--- src/design/battery_energy_step_sim_top_assert.svh ---
// Assertion macros used by the battery step simulator sequencer.
`ifndef BATTERY_ENERGY_STEP_SIM_TOP_ASSERT_SVH
`define BATTERY_ENERGY_STEP_SIM_TOP_ASSERT_SVH
// Check a property on every clock edge outside reset.
`define BES_ASSERT(lbl, prop, msg) \
	lbl: assert property (@(posedge clk) disable iff (!arst_n) prop) else $error(msg);
// Check a property on every clock edge, reset included.
`define BES_ASSERT_ALL(lbl, prop, msg) \
	lbl: assert property (@(posedge clk) prop) else $error(msg);
`endif

--- src/design/bes_pkg.sv ---
// ----------------------------------------------------------------------------
// bes_pkg
// Types and constants shared by the battery step simulator modules.
// ----------------------------------------------------------------------------
`default_nettype none
package bes_pkg;
	localparam logic [2:0] CFG_CAPACITY        = 3'd0;
	localparam logic [2:0] CFG_INITIAL_ENERGY  = 3'd1;
	localparam logic [2:0] CFG_CHARGE_SLOPE    = 3'd2;
	localparam logic [2:0] CFG_DISCHARGE_SLOPE = 3'd3;
	localparam logic [2:0] CFG_CHARGE_GAIN     = 3'd4;
	localparam logic [2:0] CFG_DISCHARGE_GAIN  = 3'd5;
	localparam logic [2:0] CFG_PV_GAIN_FIRST   = 3'd6;
	localparam logic [2:0] CFG_PV_GAIN_SECOND  = 3'd7;

	typedef struct packed {
		logic [30:0]        capacity;
		logic [30:0]        initial_energy;
		logic signed [31:0] charge_slope;
		logic signed [31:0] discharge_slope;
		logic [30:0]        charge_gain;
		logic [30:0]        discharge_gain;
		logic [30:0]        pv_gain_first;
		logic [30:0]        pv_gain_second;
	} cfg_t;

	typedef enum logic [3:0] {
		CMD_NONE,
		CMD_LOAD,
		CMD_MUL_S0,
		CMD_MUL_S1,
		CMD_SUM,
		CMD_DIR,
		CMD_DIV,
		CMD_QUO,
		CMD_TRIAL_A,
		CMD_TRIAL_B,
		CMD_TRIAL_C,
		CMD_APPLY,
		CMD_FIN
	} cmd_t;

	typedef struct packed {
		cmd_t cmd;
		logic last;  // final back-off trial: hold t at zero
	} ctl_t;

	typedef struct packed {
		logic trial_ok;
	} sts_t;
endpackage
`default_nettype wire

--- src/design/bes_ctrl.sv ---
// ----------------------------------------------------------------------------
// bes_ctrl
// Sequencer of the battery step simulator: orders the multiplies, the
// divide and the back-off trials, and owns both handshakes.
// ----------------------------------------------------------------------------
`default_nettype none
module bes_ctrl #(
	parameter int unsigned BACKOFF_STEPS = 30
) (
	input  wire                clk,
	input  wire                arst_n,
	input  wire                in_valid,
	output logic               in_ready,
	output logic               out_valid,
	input  wire                out_ready,
	output bes_pkg::ctl_t      ctl,
	input  wire bes_pkg::sts_t sts
);
	import bes_pkg::*;
	`include "battery_energy_step_sim_top_assert.svh"

	localparam int unsigned KW = $clog2(BACKOFF_STEPS + 1);

	typedef enum logic [3:0] {
		ST_IDLE, ST_MUL0, ST_MUL1, ST_SUM, ST_DIR, ST_DIV, ST_QUO,
		ST_TA, ST_TB, ST_TC, ST_APPLY, ST_FIN
	} state_t;

	state_t        state_q;
	logic [KW-1:0] k_q;
	logic          fin_go;

	assign in_ready = (state_q == ST_IDLE);
	assign fin_go   = !out_valid || out_ready;

	always_comb begin
		ctl.last = (k_q == KW'(BACKOFF_STEPS));
		case (state_q)
			ST_IDLE:  ctl.cmd = in_valid ? CMD_LOAD : CMD_NONE;
			ST_MUL0:  ctl.cmd = CMD_MUL_S0;
			ST_MUL1:  ctl.cmd = CMD_MUL_S1;
			ST_SUM:   ctl.cmd = CMD_SUM;
			ST_DIR:   ctl.cmd = CMD_DIR;
			ST_DIV:   ctl.cmd = CMD_DIV;
			ST_QUO:   ctl.cmd = CMD_QUO;
			ST_TA:    ctl.cmd = CMD_TRIAL_A;
			ST_TB:    ctl.cmd = CMD_TRIAL_B;
			ST_TC:    ctl.cmd = CMD_TRIAL_C;
			ST_APPLY: ctl.cmd = CMD_APPLY;
			ST_FIN:   ctl.cmd = fin_go ? CMD_FIN : CMD_NONE;
			default:  ctl.cmd = CMD_NONE;
		endcase
	end

	always_ff @(posedge clk or negedge arst_n) begin
		if (!arst_n) begin
			state_q   <= ST_IDLE;
			k_q       <= '0;
			out_valid <= 1'b0;
		end else begin
			if (state_q == ST_FIN && fin_go) begin
				out_valid <= 1'b1;
			end else if (out_valid && out_ready) begin
				out_valid <= 1'b0;
			end
			case (state_q)
				ST_IDLE:  if (in_valid) state_q <= ST_MUL0;
				ST_MUL0:  state_q <= ST_MUL1;
				ST_MUL1:  state_q <= ST_SUM;
				ST_SUM:   state_q <= ST_DIR;
				ST_DIR:   state_q <= ST_DIV;
				ST_DIV:   state_q <= ST_QUO;
				ST_QUO: begin
					k_q     <= '0;
					state_q <= ST_TA;
				end
				ST_TA:    state_q <= ST_TB;
				ST_TB:    state_q <= ST_TC;
				ST_TC: begin
					if (sts.trial_ok || ctl.last) begin
						state_q <= ST_APPLY;
					end else begin
						k_q     <= k_q + 1'b1;
						state_q <= ST_TA;
					end
				end
				ST_APPLY: state_q <= ST_FIN;
				ST_FIN: begin
					if (fin_go) begin
						state_q <= ST_IDLE;
					end
				end
				default:  state_q <= ST_IDLE;
			endcase
		end
	end

	`BES_ASSERT(a_busy_after_accept, (in_valid && in_ready) |=> !in_ready, "accepted while busy")
	`BES_ASSERT(a_no_overwrite, (state_q == ST_FIN && out_valid && !out_ready) |=> (state_q == ST_FIN), "result overwritten")
	`BES_ASSERT(a_trial_bound, k_q <= KW'(BACKOFF_STEPS), "trial count past limit")
	`BES_ASSERT(a_ready_idle_only, in_ready |-> (state_q == ST_IDLE), "ready outside idle")
endmodule
`default_nettype wire

--- config.mk ---
export PLATFORM = sky130hd
export DESIGN_NAME = bes_ctrl
export DESIGN_NICKNAME = d
export VERILOG_FILES = /design/src/design/bes_pkg.sv /design/src/design/bes_ctrl.sv
export VERILOG_INCLUDE_DIRS = /design/src /design/src/design
export SDC_FILE = /design/constraint.sdc
export NUM_CORES = 1
export LEC_CHECK = 0
export BUFFER_PORTS_ARGS = -buffer_cell sky130_fd_sc_hd__buf_2
export CORE_MARGIN = 3
export CORE_UTILIZATION = 45
export DETAILED_ROUTE_END_ITERATION = 8
export PLACE_DENSITY = 0.77
export SETUP_SLACK_MARGIN = 0.1
export SYNTH_ARGS = -nofsm -noshare
export SYNTH_HDL_FRONTEND = slang
export SYNTH_SLANG_ARGS = --single-unit
--- constraint.sdc ---
create_clock -name clk -period 2.6 [get_ports clk]
set_input_delay 0.39 -clock clk [delete_from_list [all_inputs] [get_ports clk]]
set_output_delay 0.39 -clock clk [all_outputs]
set_load 0.02 [all_outputs]
==> metrics.md <==
| Metric | Value |
|---|---|
| Status | `complete, no violations` |
| Antenna Nets Post-Route | `0` |
| Worst r2r src | `k_q[0]$_DFFE_PN0P_` |
| Initial core utilization | `52.7%` |
| Worst Path Max Fanout | `10` |
| Unrepaired setup endpoints after global routing | `false` |
| DR WL/cell | `13.7 um` |
| Critical path required time | `2.21 ns` |
| CP endpoint | `ctl[3]` |
| Full die area | `1910 um2` |
| Number of antenna violations at the first check in global routing | `0` |
| Die height | `43.7 um` |
| Vias per inst | `5.86` |
| # Post-CTS Setup Buffers | `0` |
| Sequential area share after synthesis | `39.1%` |
| Post_cts resized | `0` |
| Worst Path Arrival | `1.52 ns` |
| Final Critical Period | `1.91 ns` |
| # Max-Cap Violations | `0` |
| Highest Clock Rate | `524 MHz` |
| FF+latch count, synth | `10` |
| Mapped Cells | `65` |
| Setup TNS | `0 ns` |
| CTS tree | `done` |
| Final Hold Viols | `0` |
| DRT iter0 DRCs | `24` |
| HP Class | `in -> reg` |
| Worst skew pair latency | `0.27 ns` |
| CORE AREA | `1220 um2` |
| Clock transition at path regs | `0.07 ns` |
| CTS Buf Count | `3` |
| Cell Rows | `12` |
| CTS H-tree lvls | `1` |
| Syn_area_per_cell | `9.86 um2` |
| Total grt overflow | `0` |
| Clk sink count | `10` |
| Clk buf depth | `2` |
| Layout cells sized above 1 | `26.0%` |
| DP Wirelength | `898 um` |
| N_diodes | `0` |
| Mapped Nets | `72` |
| WL final | `1240 um` |
| Yosys Warn Count | `0` |
| Slew HR | `76.2%` |
| Final period util | `73.5%` |
| Die extent in x | `43.7 um` |
| CP endpoint kind | `output pin` |
| Finished Layout Cells | `91` |
| DRC viols | `0` |
| Startpoint types | `flop` |
| Largest net degree at the start of global routing | `13` |
| Final nets | `85` |
| Final clock skew | `0.00681 ns` |
| Max-slew violations | `0` |
| Reg2Reg Depth | `5` |
| Filler cells | `116` |
| # IOs | `12` |
| PortBufs | `11` |
| Slew @ Worst Pin | `0.357 ns` |
| GRT Total Usage | `15.3%` |
| TritonRoute pass-1 iters | `4` |
| Area of the mapped netlist | `641 um2` |
| Peak VDD IR | `0.556 mV` |
| Vias post-DR | `533` |
| Number of library cell types mapped by synthesis | `31` |
| FF-to-FF setup slack | `1.13 ns` |
| Final setup viols | `0` |
| P_leak | `0.377 nW` |
| First-pass GRT wire length | `2130 um` |
| Routability Congestion | `0.844` |
| Critical path type | `reg -> out` |
| PD cells | `1170 nW/um2` |
| Reg2reg end | `state_q[3]$_DFFE_PN0P_` |
| Vias in the first global route | `478` |
| Area Growth Syn to Fin | `13.3%` |
| Post-placement cell count | `86` |
| CP Launch Point | `state_q[1]$_DFFE_PN0P_` |
| CTS root buffer | `clkbuf_4` |
==> power breakdown <==
group	internal [mW]	switching, mW
Clock	0.0852	0.0575
Sequential	0.215	0.111
Combinational	0.165	0.212
Total	0.465	0.380
==> cell usage in the layout, fill, tap and decap left out, drive strengths merged <==
cell         synthesis  routed
nand2                7       7
clkbuf               0       4
nor3                 1       1
a41oi                1       1
nor2                 2       2
nand3b               1       1
dfrtp               10      10
nor4                 2       2
mux2i                5       5
nand2b               4       4
nand3                3       3
a211o                1       1
and4                 1       1
a31oi                1       1
dlygate4sd3          0       1
xnor2                1       1
or4                  1       1
o22ai                2       2
a211oi               1       1
and3                 2       2
a21oi                2       2
xor2                 1       1
inv                  4       4
ha                   2       2
a221oi               1       1
and4bb               1       1
mux2                 1       1
o21ai                2       2
nand4bb              1       1
buf                  4      11
==> state kept, by name (all words and copies together) (netlist names) <==
name and flops:
out_valid 1, state_q 4, k_q 5
==> Yosys cell counts <==
cell type / number / area share (%)
inv_2: 1 / 0.59
dfrtp_1: 10 / 39
a21oi_1: 2 / 1.6
o22ai_1: 2 / 2.0
and4_1: 1 / 1.4
nor2_1: 2 / 1.2
o21ai_0: 2 / 1.6
ha_1: 2 / 3.9
and4bb_4: 1 / 2.5
nand3_1: 3 / 2.3
nand3b_1: 1 / 1.2
nand4bb_1: 1 / 1.8
buf_6: 1 / 1.8
nand2_1: 6 / 3.5
nor4_1: 2 / 2.0
mux2i_1: 5 / 7.8
a41oi_2: 1 / 2.5
a211o_1: 1 / 1.4
inv_1: 3 / 1.8
xor2_1: 1 / 1.4
and3_1: 2 / 2.0
nor3_1: 1 / 0.78
a31oi_1: 1 / 0.98
nand2b_1: 4 / 3.9
a211oi_1: 1 / 1.2
buf_4: 3 / 3.5
a221oi_1: 1 / 1.4
nand2_2: 1 / 0.98
mux2_2: 1 / 1.8
or4_1: 1 / 1.2
xnor2_1: 1 / 1.4
==> logic make-up after synthesis <==
logic type      count (synthesis)  synth area share, %
flops                          10                 39.1
simple gates                   26                 24.6
fa+ha+maj                       2                 3.91
mux                             6                 9.57
compound gates                 11                 12.5
buf+inv                         8                 7.62
xor+xnor                        2                 2.73
==> through the flow <==
step	power [mW]	setup slack [ns]	area, um2	hold WS (ns)	utilization [%]
after floorplan	0.632	0.973	641	0.0944	-
after global placement	0.691	1.03	679	0.267	55.9
after detailed placement	0.705	1.00	679	0.260	55.9
after CTS	0.853	0.689	726	0.444	59.7
after global routing	0.916	0.566	726	0.471	59.7
final	0.846	0.690	726	0.447	59.7
==> worst max-delay path, cell delays in order, from the launching register on <==
cell,delay (ns)
dfrtp_1,0.51
nand2_1,0.19
a31oi_1,0.22
mux2_2,0.18
buf_2,0.15
==> worst min-delay path by stage <==
| stage | slack (ns) | cells past startpoint | from | end |
|---|---|---|---|---|
| final | 0.45 | 4 | sts | k_q[3]$_DFFE_PN0P_ |
| after global routing | 0.47 | 4 | sts | k_q[3]$_DFFE_PN0P_ |
| after CTS | 0.44 | 4 | sts | k_q[3]$_DFFE_PN0P_ |
| after detailed placement | 0.26 | 1 | arst_n | state_q[2]$_DFFE_PN0P_ |
| after global placement | 0.27 | 1 | arst_n | out_valid$_DFFE_PN0P_ |
| after floorplan | 0.09 | 0 | arst_n | k_q[0]$_DFFE_PN0P_ |
==> per-layer routing <==
| metal | share of wire, % | GRT usage, % | routed length [um] |
|---|---|---|---|
| met1 | 44 | 19.1 | 548 |
| met4 | 2.7 | 8.43 | 34 |
| met5 | 0 | 0 | 0 |
| met3 | 8.4 | 6.64 | 104 |
| met2 | 45 | 22.1 | 556 |
==> layout make-up <==
type	instances	area (um2)	share of cell area, %
clock buffer	4	36.3	5.00
inverter	4	15.0	2.07
multi-input combinational	47	342	47.1
sequential	10	250	34.5
tap	14	17.5	2.41
timing repair buffer	12	65.1	8.97
==> what timing repair did <==
item,CTS,global route
endpoints found under the setup margin,0,0
hold buffers,1,0
hold endpoints to repair,10,0
Note: power is estimated with default switching activity, not from simulation.
